===== src/design/gcl_pkg.sv =====
// shared types and constants of the grand canonical log-sum-exp block
package gcl_pkg;

   localparam int TABLE_DEPTH = 32;
   localparam int AW          = $clog2(TABLE_DEPTH);
   localparam int NEMIT       = (TABLE_DEPTH < 32) ? TABLE_DEPTH : 32;
   localparam int SUM_W       = 33 + $clog2(TABLE_DEPTH);
   localparam int LNK_STEPS   = SUM_W - 33;
   localparam int MEAN_W      = 38 + $clog2(TABLE_DEPTH);
   localparam int MEAN2_W     = 33 + 2 * AW + $clog2(TABLE_DEPTH);

   localparam logic [31:0] LN2_Q32   = 32'd2977044472;
   localparam logic [36:0] EXP_LIMIT = 37'(33 * 64'd2977044472);
   localparam logic [4:0]  EXP_TERMS = 5'd14;
   localparam logic [4:0]  LN_LAST   = 5'd25;

   typedef enum logic [1:0] {
      OP_WRITE = 2'd0,
      OP_EVAL  = 2'd1,
      OP_CLEAR = 2'd2
   } op_type;

   typedef struct packed {
      logic        start;
      logic [63:0] dividend;
      logic [33:0] divisor;
      logic [6:0]  iters;
   } div_req_type;

   typedef struct packed {
      logic        done;
      logic [63:0] quotient;
   } div_rsp_type;

   typedef struct packed {
      logic        start;
      logic        is_ln;
      logic [63:0] operand;
   } math_req_type;

   typedef struct packed {
      logic        done;
      logic [35:0] result;
   } math_rsp_type;

endpackage


===== src/design/gcl_div.sv =====
// restoring divider, one quotient bit per cycle
module gcl_div (
   input  logic               clock,
   input  logic               reset,
   input  gcl_pkg::div_req_type req,
   output gcl_pkg::div_rsp_type rsp
);
   import gcl_pkg::*;

   logic        busy_ff, busy_in;
   logic        done_ff, done_in;
   logic [6:0]  cnt_ff, cnt_in;
   logic [63:0] dvd_ff, dvd_in;
   logic [33:0] dvs_ff, dvs_in;
   logic [33:0] rem_ff, rem_in;
   logic [63:0] q_ff, q_in;
   logic [34:0] trial;
   logic [5:0]  bit_idx;

   always_comb begin
      busy_in = busy_ff;
      done_in = 1'b0;
      cnt_in  = cnt_ff;
      dvd_in  = dvd_ff;
      dvs_in  = dvs_ff;
      rem_in  = rem_ff;
      q_in    = q_ff;
      bit_idx = 6'(cnt_ff - 7'd1);
      trial   = {rem_ff, dvd_ff[bit_idx]};
      if (req.start) begin
         busy_in = 1'b1;
         cnt_in  = req.iters;
         dvd_in  = req.dividend;
         dvs_in  = req.divisor;
         rem_in  = '0;
         q_in    = '0;
      end else if (busy_ff) begin
         if (trial >= {1'b0, dvs_ff}) begin
            rem_in = 34'(trial - {1'b0, dvs_ff});
            q_in   = {q_ff[62:0], 1'b1};
         end else begin
            rem_in = trial[33:0];
            q_in   = {q_ff[62:0], 1'b0};
         end
         cnt_in = cnt_ff - 7'd1;
         if (cnt_ff == 7'd1) begin
            busy_in = 1'b0;
            done_in = 1'b1;
         end
      end
   end

   always_ff @(posedge clock) begin
      if (reset) begin
         busy_ff <= 1'b0;
         done_ff <= 1'b0;
      end else begin
         busy_ff <= busy_in;
         done_ff <= done_in;
      end
      cnt_ff <= cnt_in;
      dvd_ff <= dvd_in;
      dvs_ff <= dvs_in;
      rem_ff <= rem_in;
      q_ff   <= q_in;
   end

   assign rsp.done     = done_ff;
   assign rsp.quotient = q_ff;

endmodule


===== src/design/gcl_math.sv =====
// sequenced exp(-x) and ln(s) unit on a shared multiplier and divider
module gcl_math (
   input  logic                 clock,
   input  logic                 reset,
   input  gcl_pkg::math_req_type req,
   output gcl_pkg::math_rsp_type rsp
);
   import gcl_pkg::*;

   typedef enum logic [3:0] {
      M_IDLE, E_RANGE, E_K, E_MUL, E_DIV, E_DWAIT, E_FIN,
      L_NORM, L_ZWAIT, L_MZ, L_Z2, L_MP, L_PDIV, L_PWAIT, L_FIN
   } mstate_type;

   mstate_type   state_ff, state_in;
   logic         done_ff, done_in;
   logic [35:0]  res_ff, res_in;
   logic [63:0]  x_ff, x_in;
   logic [36:0]  rem_ff, rem_in;
   logic [5:0]   k_ff, k_in;
   logic [2:0]   j_ff, j_in;
   logic [32:0]  term_ff, term_in;
   logic signed [35:0] sum_ff, sum_in;
   logic [4:0]   n_ff, n_in;
   logic [64:0]  prod_ff, prod_in;
   logic [31:0]  z_ff, z_in;
   logic [31:0]  z2_ff, z2_in;
   logic [31:0]  p_ff, p_in;
   logic [32:0]  acc_ff, acc_in;
   logic [2:0]   lk_ff, lk_in;
   logic [32:0]  mul_a;
   logic [31:0]  mul_b;
   logic [36:0]  step_val;
   logic [32:0]  clamped;
   logic [33:0]  rounded;
   logic [SUM_W-1:0] s_norm;
   logic [2:0]   lk;
   logic [32:0]  y;
   div_req_type  dreq;
   div_rsp_type  drsp;

   gcl_div u_div (
      .clock(clock),
      .reset(reset),
      .req  (dreq),
      .rsp  (drsp)
   );

   always_comb begin
      state_in = state_ff;
      done_in  = 1'b0;
      res_in   = res_ff;
      x_in     = x_ff;
      rem_in   = rem_ff;
      k_in     = k_ff;
      j_in     = j_ff;
      term_in  = term_ff;
      sum_in   = sum_ff;
      n_in     = n_ff;
      z_in     = z_ff;
      z2_in    = z2_ff;
      p_in     = p_ff;
      acc_in   = acc_ff;
      lk_in    = lk_ff;
      dreq     = '0;
      mul_a    = (state_ff == E_MUL) ? term_ff : ((state_ff == L_MZ) ? {1'b0, z_ff}
                                                                    : {1'b0, p_ff});
      mul_b    = (state_ff == E_MUL) ? rem_ff[31:0] : ((state_ff == L_MZ) ? z_ff : z2_ff);
      prod_in  = 65'(mul_a * mul_b);
      step_val = 37'(LN2_Q32) << j_ff;
      clamped  = sum_ff[35] ? 33'd0 : ((sum_ff > 36'sh1_0000_0000) ? 33'h1_0000_0000
                                                                    : sum_ff[32:0]);
      rounded  = ({1'b0, clamped} + (34'd1 << (k_ff - 6'd1))) >> k_ff;
      s_norm   = x_ff[SUM_W-1:0];
      if (s_norm < (SUM_W)'(64'h1_0000_0000)) s_norm = (SUM_W)'(64'h1_0000_0000);
      lk = 3'd0;
      for (int j = 0; j < LNK_STEPS; j++) begin
         if ((s_norm >> j) >= (SUM_W)'(64'h2_0000_0000)) lk = 3'(j + 1);
      end
      y = 33'(s_norm >> lk);

      case (state_ff)
         M_IDLE: begin
            if (req.start) begin
               x_in     = req.operand;
               state_in = req.is_ln ? L_NORM : E_RANGE;
            end
         end
         E_RANGE: begin
            if (x_ff >= 64'(EXP_LIMIT)) begin
               res_in   = '0;
               done_in  = 1'b1;
               state_in = M_IDLE;
            end else begin
               rem_in   = x_ff[36:0];
               k_in     = '0;
               j_in     = 3'd5;
               state_in = E_K;
            end
         end
         E_K: begin
            if (rem_ff >= step_val) begin
               rem_in   = rem_ff - step_val;
               k_in[j_ff] = 1'b1;
            end
            if (j_ff == 3'd0) begin
               term_in  = 33'h1_0000_0000;
               sum_in   = 36'sh1_0000_0000;
               n_in     = 5'd1;
               state_in = E_MUL;
            end else begin
               j_in = j_ff - 3'd1;
            end
         end
         E_MUL: state_in = E_DIV;
         E_DIV: begin
            dreq.start    = 1'b1;
            dreq.dividend = 64'(prod_ff[64:32]);
            dreq.divisor  = 34'(n_ff);
            dreq.iters    = 7'd33;
            state_in      = E_DWAIT;
         end
         E_DWAIT: begin
            if (drsp.done) begin
               term_in = drsp.quotient[32:0];
               if (n_ff[0]) sum_in = sum_ff - $signed({3'b0, drsp.quotient[32:0]});
               else         sum_in = sum_ff + $signed({3'b0, drsp.quotient[32:0]});
               if (n_ff == EXP_TERMS) begin
                  state_in = E_FIN;
               end else begin
                  n_in     = n_ff + 5'd1;
                  state_in = E_MUL;
               end
            end
         end
         E_FIN: begin
            res_in   = (k_ff == 6'd0) ? 36'(clamped) : 36'(rounded);
            done_in  = 1'b1;
            state_in = M_IDLE;
         end
         L_NORM: begin
            lk_in         = lk;
            dreq.start    = 1'b1;
            dreq.dividend = {32'(y - 33'h1_0000_0000), 32'd0};
            dreq.divisor  = 34'(y) + 34'h1_0000_0000;
            dreq.iters    = 7'd64;
            state_in      = L_ZWAIT;
         end
         L_ZWAIT: begin
            if (drsp.done) begin
               z_in     = drsp.quotient[31:0];
               state_in = L_MZ;
            end
         end
         L_MZ: state_in = L_Z2;
         L_Z2: begin
            z2_in    = prod_ff[63:32];
            acc_in   = {1'b0, z_ff};
            p_in     = z_ff;
            n_in     = 5'd3;
            state_in = L_MP;
         end
         L_MP: state_in = L_PDIV;
         L_PDIV: begin
            p_in          = prod_ff[63:32];
            dreq.start    = 1'b1;
            dreq.dividend = 64'(prod_ff[63:32]);
            dreq.divisor  = 34'(n_ff);
            dreq.iters    = 7'd32;
            state_in      = L_PWAIT;
         end
         L_PWAIT: begin
            if (drsp.done) begin
               acc_in = acc_ff + {1'b0, drsp.quotient[31:0]};
               if (n_ff == LN_LAST) begin
                  state_in = L_FIN;
               end else begin
                  n_in     = n_ff + 5'd2;
                  state_in = L_MP;
               end
            end
         end
         L_FIN: begin
            res_in   = 36'(lk_ff * 36'(LN2_Q32)) + {2'b0, acc_ff, 1'b0};
            done_in  = 1'b1;
            state_in = M_IDLE;
         end
         default: state_in = M_IDLE;
      endcase
   end

   always_ff @(posedge clock) begin
      if (reset) begin
         state_ff <= M_IDLE;
         done_ff  <= 1'b0;
      end else begin
         state_ff <= state_in;
         done_ff  <= done_in;
      end
      res_ff  <= res_in;
      x_ff    <= x_in;
      rem_ff  <= rem_in;
      k_ff    <= k_in;
      j_ff    <= j_in;
      term_ff <= term_in;
      sum_ff  <= sum_in;
      n_ff    <= n_in;
      prod_ff <= prod_in;
      z_ff    <= z_in;
      z2_ff   <= z2_in;
      p_ff    <= p_in;
      acc_ff  <= acc_in;
      lk_ff   <= lk_in;
   end

   assign rsp.done   = done_ff;
   assign rsp.result = res_ff;

endmodule

===== config.mk =====
export PLATFORM = sky130hd
export DESIGN_NAME = gcl_math
export DESIGN_NICKNAME = d
export VERILOG_FILES = /design/src/design/gcl_pkg.sv /design/src/design/gcl_div.sv /design/src/design/gcl_math.sv
export SDC_FILE = /design/constraint.sdc
export NUM_CORES = 2
export LEC_CHECK = 0
export ABC_AREA = 1
export BUFFER_PORTS_ARGS = -buffer_cell sky130_fd_sc_hd__buf_2
export CAP_MARGIN = 5
export CORE_MARGIN = 1.5
export CORE_UTILIZATION = 50
export CTS_BUF_LIST = sky130_fd_sc_hd__clkbuf_4 sky130_fd_sc_hd__clkbuf_8
export CTS_CLUSTER_DIAMETER = 200
export DETAILED_ROUTE_END_ITERATION = 8
export GPL_TIMING_DRIVEN = 0
export PLACE_DENSITY = 0.69
export SKIP_CTS_REPAIR_TIMING = 1
export SLEW_MARGIN = 15
export SYNTH_ARGS = -nofsm -noshare
export SYNTH_HDL_FRONTEND = slang
export SYNTH_SLANG_ARGS = --single-unit

===== constraint.sdc =====
create_clock -name clock -period 24.2 [get_ports clock]
set_clock_uncertainty 0.2 [all_clocks]
set_input_delay 2.42 -clock clock [delete_from_list [all_inputs] [get_ports clock]]
set_output_delay 2.42 -clock clock [all_outputs]
set_load 0.005 [all_outputs]

## Yosys cells after proc, flatten, opt, wreduce, memory -nomap -nowiden

Cells that the tools add are included.

- Output and inout bits: 37
- Bits of input ports: 68
- Logic and storage cells: 173
- Flip-flop bits (word level): 596

- $mul: 2
- Muxes and demuxes: 65
- Add/sub/neg operators: 14
- Reduce and logical (&&, ||, !) cells: 22
- Bitwise gates (word level): 2
- Shifts and indexed selects: 4
- Eq/ne operators: 28
- $lt $le $gt $ge: 13

Operators by type and width:

| cell | number |
|---|---|
| $pmux 106 s3 | 1 |
| $mux 33 | 6 |
| $mux 36 | 4 |
| $pmux 33 s2 | 2 |
| $pmux 36 s3 | 1 |
| $mux 32 | 3 |
| $mux 37 | 2 |
| $pmux 37 s2 | 1 |
| $pmux 36 s2 | 1 |
| $mux 34 | 2 |
| $mul 33x32->65 | 1 |
| $ge 64x37->1 const B | 1 |
| $pmux 32 s2 | 1 |
| $pmux 4 s13 | 1 |
| $ge 38x34->1 const B | 1 |
| $lt 38x33->1 const B | 1 |
| $mux 38 | 1 |
| $shr 38x3->33 | 1 |
| $ge 37x34->1 const B | 1 |
| $ge 37x37->1 | 1 |
| $shl 32x3->37 const A | 1 |
| $sub 37x37->37 | 1 |
| $add 35x34->36 | 1 |
| $add 36x34->36 | 1 |
| other kinds (59) | 113 |

## Depth between registers and ports, before layout

- Word-level depth: 12
- Mapped depth: 45
- Depth with buffers taken out: 41

## Modules after synthesis

Synthesis repeated with hierarchy kept, for this count alone.

- Cell total of the unflattened synthesis: 9,970
- Area, all modules: 75,603.8 sq um

By module, submodules not included:

| module | area an instance (sq um) | cells an instance | sequential area each (sq um) | times used |
|---|---|---|---|---|
| gcl_math | 65,337.7 | 8,703 | 11,330.9 | 1 |
| gcl_div | 10,266.1 | 1,267 | 5,154.9 | 1 |

## Worst setup path before layout

No wires, ideal clock.

- Path type: register to register
- Start point: register state_ff[3]
- End point: register prod_ff[60]
- Path slack: 16.360 ns
- Clock period less this slack: 7.840 ns
- Cell stages (with the launch flop): 36
- Data arrival time: 7.518 ns
- Path buffers: 5
- Setup time: 0.123 ns
- Required time: 23.877 ns
- Cell sequence: dfxtp_1 buf_2 nor2_1 inv_2 nor2_4 inv_2 buf_2 buf_2 buf_2 o21ai_2 clkbuf_1 nor2_1 fa_1 fa_1 fa_1 inv_1 fa_1 inv_1 fa_1 fa_1 fa_1 inv_1 fa_1 inv_1 ha_1 a21oi_1 inv_1 a31oi_1 inv_1 a21oi_1 o31ai_1 o21bai_1 nand2_1 nand2_1 o21ai_1 xor2_1

- Word-level cells in the longest chain between the ends: 4
- Elaborated cells on any way between the ends: 7
- Classes of those cells: mul (1); eq/ne (2); mux (4)

Ends and longest elaborated chain:

| item | RTL line | RTL |
|---|---|---|
| from (decl) | gcl_math.sv:15 | `mstate_type state_ff, state_in;` |
| from (signal assigned) | gcl_math.sv:197 | `state_ff <= state_in;` |
| $eq 4x4->1 | gcl_math.sv:66, gcl_math.sv:68 |  |
| $mux 32, on equally long branches | gcl_math.sv:66, gcl_math.sv:68 |  |
| $mux 33 or $mux 32 (tied branches) | gcl_math.sv:66, gcl_math.sv:68 |  |
| $mul 33x32->65 * | gcl_math.sv:69 | `prod_in = 65'(mul_a * mul_b);` |
| net prod_in[60] | gcl_math.sv:25 | `logic [64:0] prod_ff, prod_in;` |
| to (signal assigned) | gcl_math.sv:208 | `prod_ff <= prod_in;` |
| to (decl) | gcl_math.sv:25 |  |

The timed path passes the listed nets; every way through them passes the cells marked *.
A chain may end at the register's enable or synchronous reset.

## Final worst setup path

- Start point: register state_ff[2]
- End point: register prod_ff[62]

Same word-level chain as after synthesis.

==> run summary <==
critical path required time - 24.65 ns
Clock H-tree levels - 3
crit path time final - 11.51 ns
EDFF count, synth - 430
CP endpoint kind - register
largest net degree at the start of global routing - 47
nets - 11220
RSZ-0062 raised after global routing - false
CTS sink count - 537
share of cells above drive strength 1 - 0.04878
largest cells by area after synthesis - fa_1, edfxtp_1, nand2_1
setup_tns - 0 ns
Synth warnings - 0
fmax - 86.88 MHz
status - complete, no violations
Final Max Tran Viols - 0
CTS Buf Count - 83
DRC viols - 0
crit start category - register
flops & latches, synth - 537
Synth area leader - fa_1
core area - 0.1438 mm2
DR iter-0 viols - 6909
Via Count - 67160
Antenna Nets Post-Route - 0
synth unique cells - 64
commonest cells in the synthesized netlist - nand2_1, inv_1, fa_1
die height - 384.1 um
total track usage - 0.4120
Layout Area Growth over Synthesis - 7.336%
Initial DRT Pass Iterations - 8
fillers - 14030
# setup viols final - 0
I/O pin total - 105
GPL Wtd Cong - 1.064
synthesized area - 0.07261 mm2
Initial Utilization - 0.5048
PortBufs - 104
Crit Path Category - register to register
drt wl/cell - 25.97 um
Die Width - 384.1 um
GRT overflow - 0
average cell area after synthesis - 7.627 um2
number of global-route vias before repair - 66980
post-synthesis cell count - 9520
Max-Cap Viols - 0
first-pass GRT wire length - 441300 um
clk slew on worst S/H paths - 0.07 ns
Die ar. - 0.1475 mm2
Site Rows - 139
CP max stage cell - o21ai_0
CTS tree - done
Top FF cell, synth - edfxtp_1
fraction of registers with async set/reset - 0
Synth Net Count - 11010
worst-skew pair later-pin latency - 0.79 ns
vias per std cell - 5.737
DP HPWL - 254600 um
CTS max path bufs - 3
Hold/Removal Path Class - register to register
Worst EP arrival - 11.96 ns
clk root buf - clkbuf_8
total wire length - 304000 um
register area share after synthesis - 0.2073
Slew headroom - 0.08267
Max FO, Critical Path - 10
most frequent cell after synthesis - nand2_1
fin crit share - 0.4756
initial antenna violation count - 7
Final Hold Vio Count - 0
worst slew pin tran - 1.362 ns
max incr delay on CP - 1.06 ns
Synth top area share - 0.2584
[critical path: cells and delay by family, from the launching register on]
kind / cells / cell delay [ns]
adders and majority gates: 9 / 4.53
and+or+nand+nor: 8 / 1.33
DFF: 1 / 0.38
AOI/OAI and AO/OA: 7 / 2.82
buffers and inverters: 8 / 2.09
[flip-flops by register name, indices dropped and copies added (netlist names)]
name / cells
u_div.rem_ff: 34
rem_ff: 37
done_ff: 1
state_ff: 4
sum_ff: 36
x_ff: 64
z_ff: 32
u_div.dvd_ff: 37
res_ff: 36
k_ff: 6
u_div.done_ff: 1
lk_ff: 3
u_div.busy_ff: 1
term_ff: 33
j_ff: 3
acc_ff: 33
z2_ff: 32
u_div.dvs_ff: 34
p_ff: 32
prod_ff: 33
u_div.q_ff: 33
n_ff: 5
u_div.cnt_ff: 7
[routing by layer]
layer,global-route usage,wire length [um],up-vias
met5,0,77,-
met4,0.2838,25780,12
met3,0.06573,26510,922
met2,0.6657,139300,3679
met1,0.5063,112400,32500
li1,-,-,30040
[stage by stage]
step / setup slack (ns) / hold WS [ns] / utilization / cell area (um2) / cells
CTS: 13.08 / 0.2511 / 0.5418 / 77920 / 11700
finish: 12.69 / 0.2545 / 0.5418 / 77930 / 11710
floorplan: 16.36 / 0.2082 / - / 72610 / 9520
global placement: 13.06 / 0.2207 / 0.5250 / 75510 / 11530
global route: 12.76 / 0.2668 / 0.5418 / 77930 / 11700
detailed placement: 13.14 / 0.2182 / 0.5288 / 76050 / 11550
[placed cells by master, fill, tap and decap left out, types with 25 or more instances in the layout]
master / Yosys / layout
nor3_1: 71 / 71
or2_2: 25 / 25
o21bai_1: 32 / 32
clkbuf_1: 199 / 195
buf_1: 29 / 29
xor2_1: 101 / 101
o22ai_1: 67 / 64
nand2_1: 2295 / 2293
clkinv_1: 9 / 25
o21a_1: 32 / 32
buf_2: 118 / 222
nand3_1: 430 / 430
xnor2_1: 32 / 32
fa_1: 937 / 937
nor2_1: 691 / 687
ha_1: 480 / 480
dfxtp_1: 107 / 107
nor4_1: 33 / 33
o21ai_1: 30 / 37
clkbuf_8: 0 / 89
o211ai_1: 35 / 35
o21ai_0: 553 / 535
edfxtp_1: 430 / 430
a21oi_1: 437 / 435
a31oi_1: 46 / 46
nand4_1: 58 / 58
inv_1: 2068 / 2068
[cells by family after synthesis]
group / synth area share
adders and majority gates: 0.3411
xor gates and xnor gates: 0.01604
buffers and inverters: 0.1285
DFF: 0.2073
muxes: 0.001103
other: 0.00005165
AOI/OAI and AO/OA: 0.1032
and+or+nand+nor: 0.2027
[cell type report]
class	count	area, um2	area share
inverters	2091	7849	0.1007
clock buffers	104	1338	0.01716
repair buffers	127	942.2	0.01209
well taps	1903	2381	0.03055
clock inverters	49	533.0	0.006839
plain buffers	350	1491	0.01914
flip-flops and latches	537	15050	0.1932
diodes	2	5.005	0.00006422
multi-input cells	6542	48340	0.6203
[final timing paths]
kind               start     endpoint  slack (ns)  depth (start not counted)
max          state_ff[2]  prod_ff[62]       12.69                         32
min          prod_ff[53]    z2_ff[21]        0.25                          0
max reg2reg  state_ff[2]  prod_ff[62]       12.69                         32
min reg2reg  prod_ff[53]    z2_ff[21]        0.25                          0
Power is left out: the tool's default activity adds up to more than one toggle a clock period on the data nets, which glitch-free logic cannot reach.
